`config.mk`:
```
export PLATFORM = sky130hd
export DESIGN_NAME = piecewise_linear_interpolator_core
export DESIGN_NICKNAME = d
export VERILOG_FILES = /design/src/hdl/pli_pkg.sv /design/src/hdl/piecewise_linear_interpolator_core.sv /design/src/hdl/pli_table.sv /design/src/hdl/pli_muldiv.sv
export SDC_FILE = /design/constraint.sdc
export NUM_CORES = 2
export LEC_CHECK = 0
export BUFFER_PORTS_ARGS = -buffer_cell sky130_fd_sc_hd__buf_2
export CORE_MARGIN = 3
export CORE_UTILIZATION = 30
export DETAILED_ROUTE_END_ITERATION = 10
export MAX_ROUTING_LAYER = met4
export PLACE_DENSITY_LB_ADDON = 0.25
export REMOVE_ABC_BUFFERS = 1
export SLEW_MARGIN = 20
export SYNTH_ARGS = -nofsm -noshare
export SYNTH_HDL_FRONTEND = slang
export SYNTH_SLANG_ARGS = --single-unit
```
`constraint.sdc`:
```
create_clock -name aclk -period 9.3 [get_ports aclk]
set_clock_uncertainty 0.2 [all_clocks]
set_input_delay 1.395 -clock aclk [delete_from_list [all_inputs] [get_ports aclk]]
set_output_delay 1.395 -clock aclk [all_outputs]
set_load 0.01 [all_outputs]
```
`src/hdl/pli_pkg.sv`:
```
package pli_pkg;

    // input item codes
    localparam logic CMD_LOAD = 1'b0;
    localparam logic CMD_EVAL = 1'b1;

    // result status codes
    localparam logic [1:0] ST_OK   = 2'd0;
    localparam logic [1:0] ST_FLAT = 2'd1;
    localparam logic [1:0] ST_SAT  = 2'd2;

    // configuration register indexes
    localparam int CFG_IDX_W  = 1;
    localparam int CFG_DATA_W = 5;
    localparam logic [CFG_IDX_W-1:0] REG_POINT_COUNT = 1'd0;
    localparam logic [CFG_IDX_W-1:0] REG_MIRROR_MODE = 1'd1;

    // shared unit step counts
    localparam int STEP_W    = 6;
    localparam int MUL_STEPS = 32;
    localparam int DIV_STEPS = 64;

    // saturation bounds on the wide result
    localparam logic signed [41:0] RES_MAX = 42'sh0_7FFF_FFFF;
    localparam logic signed [41:0] RES_MIN = -42'sh0_8000_0000;

    typedef struct packed {
        logic              cmd;
        logic [3:0]        point_slot;
        logic signed [31:0] point_x;
        logic signed [31:0] point_y;
        logic signed [31:0] query;
    } in_req_t;

    typedef struct packed {
        logic signed [31:0] interpolated;
        logic [1:0]         status;
    } out_rsp_t;

    typedef struct packed {
        logic signed [31:0] x;
        logic signed [31:0] y;
    } point_t;

    typedef enum logic {
        OP_MUL,
        OP_DIV
    } unit_op_t;

    typedef struct packed {
        logic     start;
        unit_op_t op;
    } unit_cmd_t;

    typedef struct packed {
        logic busy;
        logic done;
    } unit_stat_t;

endpackage

```
`src/hdl/piecewise_linear_interpolator_core.sv`:
```
// sequence: a load request is written to the table as it is accepted; an evaluate
//   request scans the table up to the segment end point index k (1 .. point count - 1),
//   then runs the multiply and divide; a flat segment skips the multiply and divide
// throughput: one request at a time, set by the 32-step multiply and 64-step divide
//   of the shared shift/add unit and the one-entry-per-cycle table scan
// reset: aresetn synchronous active low; point_count 2, mirror_mode 0, table undefined
module piecewise_linear_interpolator_core #(
    parameter int MAX_POINTS = 16
) (
    input  logic                              aclk,
    input  logic                              aresetn,
    // request channel
    input  logic                              s_valid,
    output logic                              s_ready,
    input  pli_pkg::in_req_t                  s_data,
    // result channel
    output logic                              m_valid,
    input  logic                              m_ready,
    output pli_pkg::out_rsp_t                 m_data,
    // configuration write port
    input  logic                              cfg_we,
    input  logic [pli_pkg::CFG_IDX_W-1:0]     cfg_index,
    input  logic [pli_pkg::CFG_DATA_W-1:0]    cfg_wdata
);

    localparam int IDX_W = $clog2(MAX_POINTS);
    // wide enough for the 5-bit count register and for MAX_POINTS itself
    localparam int CNT_W = ($clog2(MAX_POINTS + 1) > 5) ? $clog2(MAX_POINTS + 1) : 5;

    typedef enum logic [3:0] {
        S_IDLE,
        S_PREV,
        S_SCAN,
        S_SETUP,
        S_LAUNCH,
        S_MUL,
        S_DIV,
        S_SUM,
        S_DONE
    } state_t;

    state_t state_reg;

    // configuration
    logic [4:0] point_count_reg;
    logic       mirror_mode_reg;

    // request context
    logic signed [32:0] q_reg;
    logic               neg_reg;
    logic [IDX_W-1:0]   last_idx_reg;
    logic [IDX_W-1:0]   idx_reg;

    // segment end points and differences
    logic signed [31:0] x0_reg;
    logic signed [31:0] y0_reg;
    logic signed [31:0] x1_reg;
    logic signed [31:0] y1_reg;
    logic signed [32:0] dx_reg;
    logic signed [33:0] dv_reg;
    logic signed [32:0] dy_reg;
    logic               flat_reg;
    logic signed [41:0] sum_reg;

    // output register
    logic               m_valid_reg;
    pli_pkg::out_rsp_t  m_data_reg;

    // table port
    logic             tbl_wr_en;
    logic [IDX_W-1:0] tbl_rd_addr;
    pli_pkg::point_t  tbl_rd_data;
    pli_pkg::point_t  tbl_wr_data;

    // shared unit
    pli_pkg::unit_cmd_t  unit_cmd;
    pli_pkg::unit_stat_t unit_stat;
    logic [63:0]         unit_result;
    logic [32:0]         dv_mag;
    logic [31:0]         dy_mag;
    logic [31:0]         dx_mag;

    logic               s_fire;
    logic               out_free;
    logic [CNT_W-1:0]   cnt_ext;
    logic [CNT_W-1:0]   len;
    logic [IDX_W-1:0]   last_idx;
    logic signed [32:0] q_in;
    logic               scan_go;
    logic               dx_zero;
    logic               quo_big;
    logic [40:0]        quo;
    logic               res_sign;
    logic signed [41:0] y0_ext;
    logic signed [41:0] quo_ext;
    logic signed [41:0] fin;
    logic               fin_hi;
    logic               fin_lo;
    logic signed [31:0] fin_clamped;
    logic [1:0]         fin_status;

    assign s_ready  = (state_reg == S_IDLE);
    assign s_fire   = s_valid && s_ready;
    assign out_free = !m_valid_reg || m_ready;

    // point count used as 2 .. MAX_POINTS
    always_comb begin
        cnt_ext = CNT_W'(point_count_reg);
        if (cnt_ext < CNT_W'(2)) begin
            len = CNT_W'(2);
        end else if (cnt_ext > CNT_W'(MAX_POINTS)) begin
            len = CNT_W'(MAX_POINTS);
        end else begin
            len = cnt_ext;
        end
        last_idx = IDX_W'(len - CNT_W'(1));
    end

    // mirror mode folds a negative query onto the positive side
    always_comb begin
        q_in = {s_data.query[31], s_data.query};
        if (mirror_mode_reg && s_data.query[31]) begin
            q_in = -q_in;
        end
    end

    // loads go straight to the table, slots past the table are dropped
    assign tbl_wr_en   = s_fire && (s_data.cmd == pli_pkg::CMD_LOAD)
                         && (32'(s_data.point_slot) < MAX_POINTS);
    assign tbl_wr_data = '{x: s_data.point_x, y: s_data.point_y};

    // read address one step ahead of the scan
    always_comb begin
        unique case (state_reg)
            S_PREV:  tbl_rd_addr = idx_reg;
            S_SCAN:  tbl_rd_addr = idx_reg + 1'b1;
            default: tbl_rd_addr = '0;
        endcase
    end

    // keep walking while below the last point and the table x is under the query
    assign scan_go = (idx_reg < last_idx_reg)
                     && ($signed({tbl_rd_data.x[31], tbl_rd_data.x}) < q_reg);

    // magnitudes for the unsigned shift/add unit
    assign dv_mag  = dv_reg[33] ? 33'(-dv_reg) : dv_reg[32:0];
    assign dy_mag  = dy_reg[32] ? 32'(-dy_reg) : dy_reg[31:0];
    assign dx_mag  = dx_reg[32] ? 32'(-dx_reg) : dx_reg[31:0];
    assign dx_zero = (dx_reg == '0);

    always_comb begin
        unit_cmd = '{start: 1'b0, op: pli_pkg::OP_MUL};
        if (state_reg == S_LAUNCH && !dx_zero) begin
            unit_cmd = '{start: 1'b1, op: pli_pkg::OP_MUL};
        end else if (state_reg == S_MUL && unit_stat.done) begin
            unit_cmd = '{start: 1'b1, op: pli_pkg::OP_DIV};
        end
    end

    // quotient clamped to 2^40, sign from the three differences
    always_comb begin
        quo_big = (|unit_result[63:41]) || (unit_result[40] && (|unit_result[39:0]));
        if (flat_reg) begin
            quo = '0;
        end else if (quo_big) begin
            quo = 41'h100_0000_0000;
        end else begin
            quo = unit_result[40:0];
        end
        res_sign = dv_reg[33] ^ dy_reg[32] ^ dx_reg[32];
        y0_ext   = {{10{y0_reg[31]}}, y0_reg};
        quo_ext  = $signed({1'b0, quo});
    end

    // final negate for mirror mode and 32-bit saturation
    always_comb begin
        fin    = neg_reg ? -sum_reg : sum_reg;
        fin_hi = (fin > pli_pkg::RES_MAX);
        fin_lo = (fin < pli_pkg::RES_MIN);
        if (fin_hi) begin
            fin_clamped = 32'sh7FFF_FFFF;
        end else if (fin_lo) begin
            fin_clamped = 32'sh8000_0000;
        end else begin
            fin_clamped = fin[31:0];
        end
        if (flat_reg) begin
            fin_status = pli_pkg::ST_FLAT;
        end else if (fin_hi || fin_lo) begin
            fin_status = pli_pkg::ST_SAT;
        end else begin
            fin_status = pli_pkg::ST_OK;
        end
    end

    always_ff @(posedge aclk) begin
        if (!aresetn) begin
            state_reg       <= S_IDLE;
            point_count_reg <= 5'd2;
            mirror_mode_reg <= 1'b0;
            m_valid_reg     <= 1'b0;
            idx_reg         <= '0;
            last_idx_reg    <= '0;
            neg_reg         <= 1'b0;
            flat_reg        <= 1'b0;
        end else begin
            if (cfg_we) begin
                unique case (cfg_index)
                    pli_pkg::REG_POINT_COUNT: point_count_reg <= cfg_wdata;
                    pli_pkg::REG_MIRROR_MODE: mirror_mode_reg <= cfg_wdata[0];
                    default: ;
                endcase
            end

            // in S_DONE the output register is reloaded or held by the state itself
            if (m_valid_reg && m_ready && state_reg != S_DONE) begin
                m_valid_reg <= 1'b0;
            end

            unique case (state_reg)
                S_IDLE: begin
                    if (s_fire && s_data.cmd == pli_pkg::CMD_EVAL) begin
                        q_reg        <= q_in;
                        neg_reg      <= mirror_mode_reg && s_data.query[31];
                        last_idx_reg <= last_idx;
                        idx_reg      <= IDX_W'(1);
                        state_reg    <= S_PREV;
                    end
                end
                S_PREV: begin
                    // entry 0 arrives here
                    x0_reg    <= tbl_rd_data.x;
                    y0_reg    <= tbl_rd_data.y;
                    state_reg <= S_SCAN;
                end
                S_SCAN: begin
                    if (scan_go) begin
                        x0_reg  <= tbl_rd_data.x;
                        y0_reg  <= tbl_rd_data.y;
                        idx_reg <= idx_reg + 1'b1;
                    end else begin
                        x1_reg    <= tbl_rd_data.x;
                        y1_reg    <= tbl_rd_data.y;
                        state_reg <= S_SETUP;
                    end
                end
                S_SETUP: begin
                    dx_reg    <= {x1_reg[31], x1_reg} - {x0_reg[31], x0_reg};
                    dv_reg    <= {q_reg[32], q_reg} - {{2{x0_reg[31]}}, x0_reg};
                    dy_reg    <= {y1_reg[31], y1_reg} - {y0_reg[31], y0_reg};
                    state_reg <= S_LAUNCH;
                end
                S_LAUNCH: begin
                    // flat segment skips the multiply and divide
                    flat_reg  <= dx_zero;
                    state_reg <= dx_zero ? S_SUM : S_MUL;
                end
                S_MUL: begin
                    if (unit_stat.done) begin
                        state_reg <= S_DIV;
                    end
                end
                S_DIV: begin
                    if (unit_stat.done) begin
                        state_reg <= S_SUM;
                    end
                end
                S_SUM: begin
                    sum_reg   <= res_sign ? (y0_ext - quo_ext) : (y0_ext + quo_ext);
                    state_reg <= S_DONE;
                end
                S_DONE: begin
                    // wait for the output register to free up
                    if (out_free) begin
                        m_data_reg  <= '{interpolated: fin_clamped, status: fin_status};
                        m_valid_reg <= 1'b1;
                        state_reg   <= S_IDLE;
                    end
                end
                default: begin
                    state_reg <= S_IDLE;
                end
            endcase
        end
    end

    assign m_valid = m_valid_reg;
    assign m_data  = m_data_reg;

    pli_table #(
        .DEPTH(MAX_POINTS)
    ) u_table (
        .aclk    (aclk),
        .wr_en   (tbl_wr_en),
        .wr_addr (IDX_W'(s_data.point_slot)),
        .wr_data (tbl_wr_data),
        .rd_addr (tbl_rd_addr),
        .rd_data (tbl_rd_data)
    );

    pli_muldiv u_muldiv (
        .aclk    (aclk),
        .aresetn (aresetn),
        .cmd     (unit_cmd),
        .mcand   (dv_mag),
        .mplier  (dy_mag),
        .divisor (dx_mag),
        .stat    (unit_stat),
        .result  (unit_result)
    );

`ifndef SYNTHESIS
    // the shared unit is never restarted while it is stepping
    assert property (@(posedge aclk) disable iff (!aresetn)
        unit_cmd.start |-> !unit_stat.busy)
        else $error("shared unit started while busy");

    // an evaluate request blocks the request channel on the next cycle
    assert property (@(posedge aclk) disable iff (!aresetn)
        (s_fire && s_data.cmd == pli_pkg::CMD_EVAL) |=> !s_ready)
        else $error("request channel open during evaluate");

    // the scan never runs past the last point in use
    assert property (@(posedge aclk) disable iff (!aresetn)
        (state_reg == S_SCAN) |-> (idx_reg <= last_idx_reg))
        else $error("scan index past last point");

    // unit completion only shows up while the sequencer waits for it
    assert property (@(posedge aclk) disable iff (!aresetn)
        unit_stat.done |-> (state_reg == S_MUL || state_reg == S_DIV))
        else $error("unit done outside wait state");

    // the output register is only loaded when it is free
    assert property (@(posedge aclk) disable iff (!aresetn)
        (state_reg == S_DONE && m_valid_reg && !m_ready) |=> (state_reg == S_DONE))
        else $error("result dropped on a stalled output");
`endif

endmodule

```
`src/hdl/pli_table.sv`:
```
module pli_table #(
    parameter int DEPTH = 16
) (
    input  logic                     aclk,
    input  logic                     wr_en,
    input  logic [$clog2(DEPTH)-1:0] wr_addr,
    input  pli_pkg::point_t          wr_data,
    input  logic [$clog2(DEPTH)-1:0] rd_addr,
    output pli_pkg::point_t          rd_data
);

    pli_pkg::point_t mem [DEPTH];
    pli_pkg::point_t rd_data_reg;

    // one write port, one registered read port
    always_ff @(posedge aclk) begin
        if (wr_en) begin
            mem[wr_addr] <= wr_data;
        end
        rd_data_reg <= mem[rd_addr];
    end

    assign rd_data = rd_data_reg;

endmodule

```
`src/hdl/pli_muldiv.sv`:
```
module pli_muldiv (
    input  logic                  aclk,
    input  logic                  aresetn,
    input  pli_pkg::unit_cmd_t    cmd,
    input  logic [32:0]           mcand,
    input  logic [31:0]           mplier,
    input  logic [31:0]           divisor,
    output pli_pkg::unit_stat_t   stat,
    output logic [63:0]           result
);

    pli_pkg::unit_op_t           op_reg;
    logic                        busy_reg;
    logic                        done_reg;
    logic [pli_pkg::STEP_W-1:0]  cnt_reg;
    logic [65:0]                 work_reg;
    logic [31:0]                 rem_reg;
    logic [32:0]                 opnd_reg;

    logic [33:0] opa;
    logic [33:0] opb;
    logic [33:0] sum;
    logic        cin;
    logic        ge;

    // single adder: shift-add for multiply, trial subtract for divide
    always_comb begin
        if (op_reg == pli_pkg::OP_MUL) begin
            opa = work_reg[65:32];
            opb = work_reg[0] ? {1'b0, opnd_reg} : 34'd0;
            cin = 1'b0;
        end else begin
            opa = {1'b0, rem_reg, work_reg[63]};
            opb = ~{1'b0, opnd_reg};
            cin = 1'b1;
        end
        sum = opa + opb + {33'd0, cin};
        ge  = ~sum[33];
    end

    always_ff @(posedge aclk) begin
        if (!aresetn) begin
            busy_reg <= 1'b0;
            done_reg <= 1'b0;
            cnt_reg  <= '0;
            op_reg   <= pli_pkg::OP_MUL;
        end else begin
            done_reg <= 1'b0;
            if (cmd.start) begin
                op_reg   <= cmd.op;
                busy_reg <= 1'b1;
                cnt_reg  <= (cmd.op == pli_pkg::OP_MUL)
                            ? pli_pkg::STEP_W'(pli_pkg::MUL_STEPS - 1)
                            : pli_pkg::STEP_W'(pli_pkg::DIV_STEPS - 1);
            end else if (busy_reg) begin
                cnt_reg <= cnt_reg - 1'b1;
                if (cnt_reg == '0) begin
                    busy_reg <= 1'b0;
                    done_reg <= 1'b1;
                end
            end
        end
    end

    always_ff @(posedge aclk) begin
        if (cmd.start) begin
            if (cmd.op == pli_pkg::OP_MUL) begin
                work_reg <= {34'd0, mplier};
                opnd_reg <= mcand;
            end else begin
                // dividend is the product left by the multiply
                work_reg <= {2'b00, work_reg[63:0]};
                rem_reg  <= '0;
                opnd_reg <= {1'b0, divisor};
            end
        end else if (busy_reg) begin
            if (op_reg == pli_pkg::OP_MUL) begin
                work_reg <= {1'b0, sum, work_reg[31:1]};
            end else begin
                rem_reg  <= ge ? sum[31:0] : {rem_reg[30:0], work_reg[63]};
                work_reg <= {2'b00, work_reg[62:0], ge};
            end
        end
    end

    assign stat   = '{busy: busy_reg, done: done_reg};
    assign result = work_reg[63:0];

endmodule
```
==> metrics.cfg <==
[clocking]
ctsResizeCount=0
clockBufferDepth=3
clock_sinks=1585
path_clk_slew_ns=0.06
cts_made_buffers=174
clkLatencyLatePin_ns=0.84
cts_tree=built
cts_max_level=4
cts_hold_buf=0
post_cts.repair.setup_buffers=0
root_buffer=clkbuf_16

[logic_synthesis]
synth-simple-area-share_pct=11.5
synth_cell_types=80
yosysMostFrequentCell=edfxtp_1
avgSynthCellArea_um2=12.2
yosys.area.top_type=edfxtp_1
ys_seq_area_share_pct=62.8
synth-seq-cells=1585
muxShareOfSynthArea_pct=1.54
synth-edff-count=1491
synth.area.top_cells=edfxtp_1, nand2_1, ha_1
synth_flop_cell=edfxtp_1
synth_compound_gate_area_share_pct=13.9
synthesis.area_mm2=0.0742
synth-xor-area-share_pct=3.82
synthCells=6083
synth_top_family_by_area=compound AO/OA/AOI/OAI gates
yosysWarnings=0
synth.top_cell.area_share_pct=60.3
synthAdderAreaFrac_pct=3.80
synth_commonest_cells=edfxtp_1, nand2_1, a21oi_1, a211oi_1, clkbuf_1
synth_async_sr_flop_share_pct=0

[grt]
antenna_found_initial=41
grt_pass1_vias=46600
overflow=0
grt_pass1_wl_um=293000
grt_max_degree=145
track_usage_pct=15.5

[route]
antenna_left=0
vias=47600
drtPass1Iterations=6
dr.first_iter.drc_count=3264
post_drt_via_cell_ratio=4.99
wl_per_cell_um=20.3
drc=0
wl_um=194000

[sta]
maxSlewViolCount=0
rsz0062_at_grt=false
finalSetupViolCount=0
fin_hold_ws_ns=0.225
period_minus_slack_ns=8.51
hold_violations=0
tightestPinTransition_ns=1.13
relSlewSlack_pct=23.9
final.period_utilization_pct=91.5
max_freq_mhz=118

[worst_setup_path]
critPathRequiredTime_ns=9.63
cp.arrival_ns=8.84
cp_max_fo=18
worst_setup_path_start_kind=flop
setup.worst_path.class=reg2reg
end_kind=flop

[place]
dp.final_hpwl_um=121000
io_buffers=147
gp_congestion=0.837

[power_and_ir_drop]
p_per_area_mw_per_mm2=209
vdd_ir_drop_max_uv=200
power.leakage_nw=28.3

[cells_and_area]
final_nets=6503
final_util_pct=34.5
drive_above_1_share_pct=9.14
largest_register_ffs=1024
syn2layout_area_growth_pct=13.6

[floorplanning]
floorplan.initialDensity_pct=30.4
die_height_um=503
num_rows=181
die_w_um=503
io_pins=148
fp.coreArea_mm2=0.245
fp.dieArea_mm2=0.253

[flow_run]
maxCapViolCount=0

[run_status]
status=completed

[min_path]
min_path_type=reg2reg

[routing by layer]
layer	share of wire [%]	vias up	track usage [%]
met5	0	-	-
met4	2.8	0	4.69
met3	4.2	318	2.31
met2	48	942	25.2
met1	45	23300	19.9
li1	-	23100	-
[final timing paths]
| path | slack, ns | startpoint | cells after the start | end |
|---|---|---|---|---|
| setup / recovery | 0.79 | u_muldiv.work_reg[2]$_DFFE_PP_ | 23 | sum_reg[39]$_DFFE_PP_ |
| hold / removal | 0.22 | u_table.rd_data[24]$_DFF_P_ | 0 | y0_reg[24]$_DFFE_PP_ |
| setup reg to reg | 0.79 | u_muldiv.work_reg[2]$_DFFE_PP_ | 23 | sum_reg[39]$_DFFE_PP_ |
| hold reg to reg | 0.22 | u_table.rd_data[24]$_DFF_P_ | 0 | y0_reg[24]$_DFFE_PP_ |
[placed cells by master (no fill, tap or decap), types with 28 or more instances in the layout]
cell	netlist	layout
nand3_1	61	61
o21a_1	37	37
a21o_1	71	70
or3_1	41	41
inv_1	183	182
and2_1	286	285
a311oi_1	133	133
a31oi_1	164	164
nor2b_1	50	49
a211oi_1	349	349
buf_4	1	77
o21ai_0	220	220
buf_2	6	147
clkbuf_16	0	177
mux2_2	33	33
ha_1	216	215
edfxtp_1	1491	1491
o31ai_1	64	64
nand2_1	787	785
a21oi_1	364	364
nor2_1	274	257
clkbuf_1	287	50
xor2_1	127	127
nand2b_1	42	42
nor4_1	29	28
mux2i_1	77	77
nor3_1	52	46
and3_1	33	31
xnor2_1	197	195
dfxtp_1	94	93
clkinv_1	1	38
[area by class of cell]
cell class | count | area, um^2
clock buffers | 240 | 4800
diodes | 15 | 37.5
repair buffers | 230 | 1430
flip-flops and latches | 1585 | 46700
well taps | 3202 | 4010
fillers | 24000 | 160000
inverters | 184 | 693
multi-input cells | 3994 | 25900
clock inverters | 83 | 810
[logic make-up (layout without fill, tap and decap cells)]
| kind of cell | Yosys count | in the layout |
|---|---|---|
| XOR/XNOR | 324 | 324 |
| adder cells (fa/ha/maj) | 222 | 222 |
| AND/OR/NAND/NOR | 1775 | 1775 |
| flip-flops | 1585 | 1585 |
| AO/OA/AOI/OAI | 1563 | 1563 |
| other | 0 | 15 |
| multiplexers | 110 | 110 |
| buffers and inverters | 504 | 737 |
[stage by stage]
stage	cell area (um^2)	cells	power, W	setup slack [ns]	setup TNS, ns
after floorplan	73000	5763	0.0104	-19.14	-1225.22
after global placement	78700	9195	0.0111	0.618	0
after detailed placement	78700	9195	0.0111	0.681	0
after CTS	84300	9518	0.0179	0.665	0
after global routing	84300	9532	0.0185	0.125	0
final	84300	9533	0.0177	0.792	0
[power breakdown]
group	internal, W	switching [W]
clock	0.00383	0.00288
combinational	0.000911	0.00161
sequential	0.00822	0.000200
[worst max-delay path: stages, from the launching register on]
cell and delay, ns:
edfxtp_1 0.48, or4_4 0.62, nor4b_4 0.33, nand4_1 0.26, or2_1 0.39, or4_4 0.58, o31a_1 0.33, nor3_4 0.20
nand2_1 0.10, ha_1 0.44, nor2_1 0.18, buf_4 0.23, nor2_2 0.17, a31oi_1 0.18, o21ai_0 0.13, ha_1 0.35
a21o_1 0.22, o311ai_0 0.68, o311ai_0 0.47, o21ai_0 0.63, o21ai_0 0.34, o21a_1 0.30, a211o_1 0.28, xor2_1 0.14
Note: power is estimated with default switching activity, not from simulation.
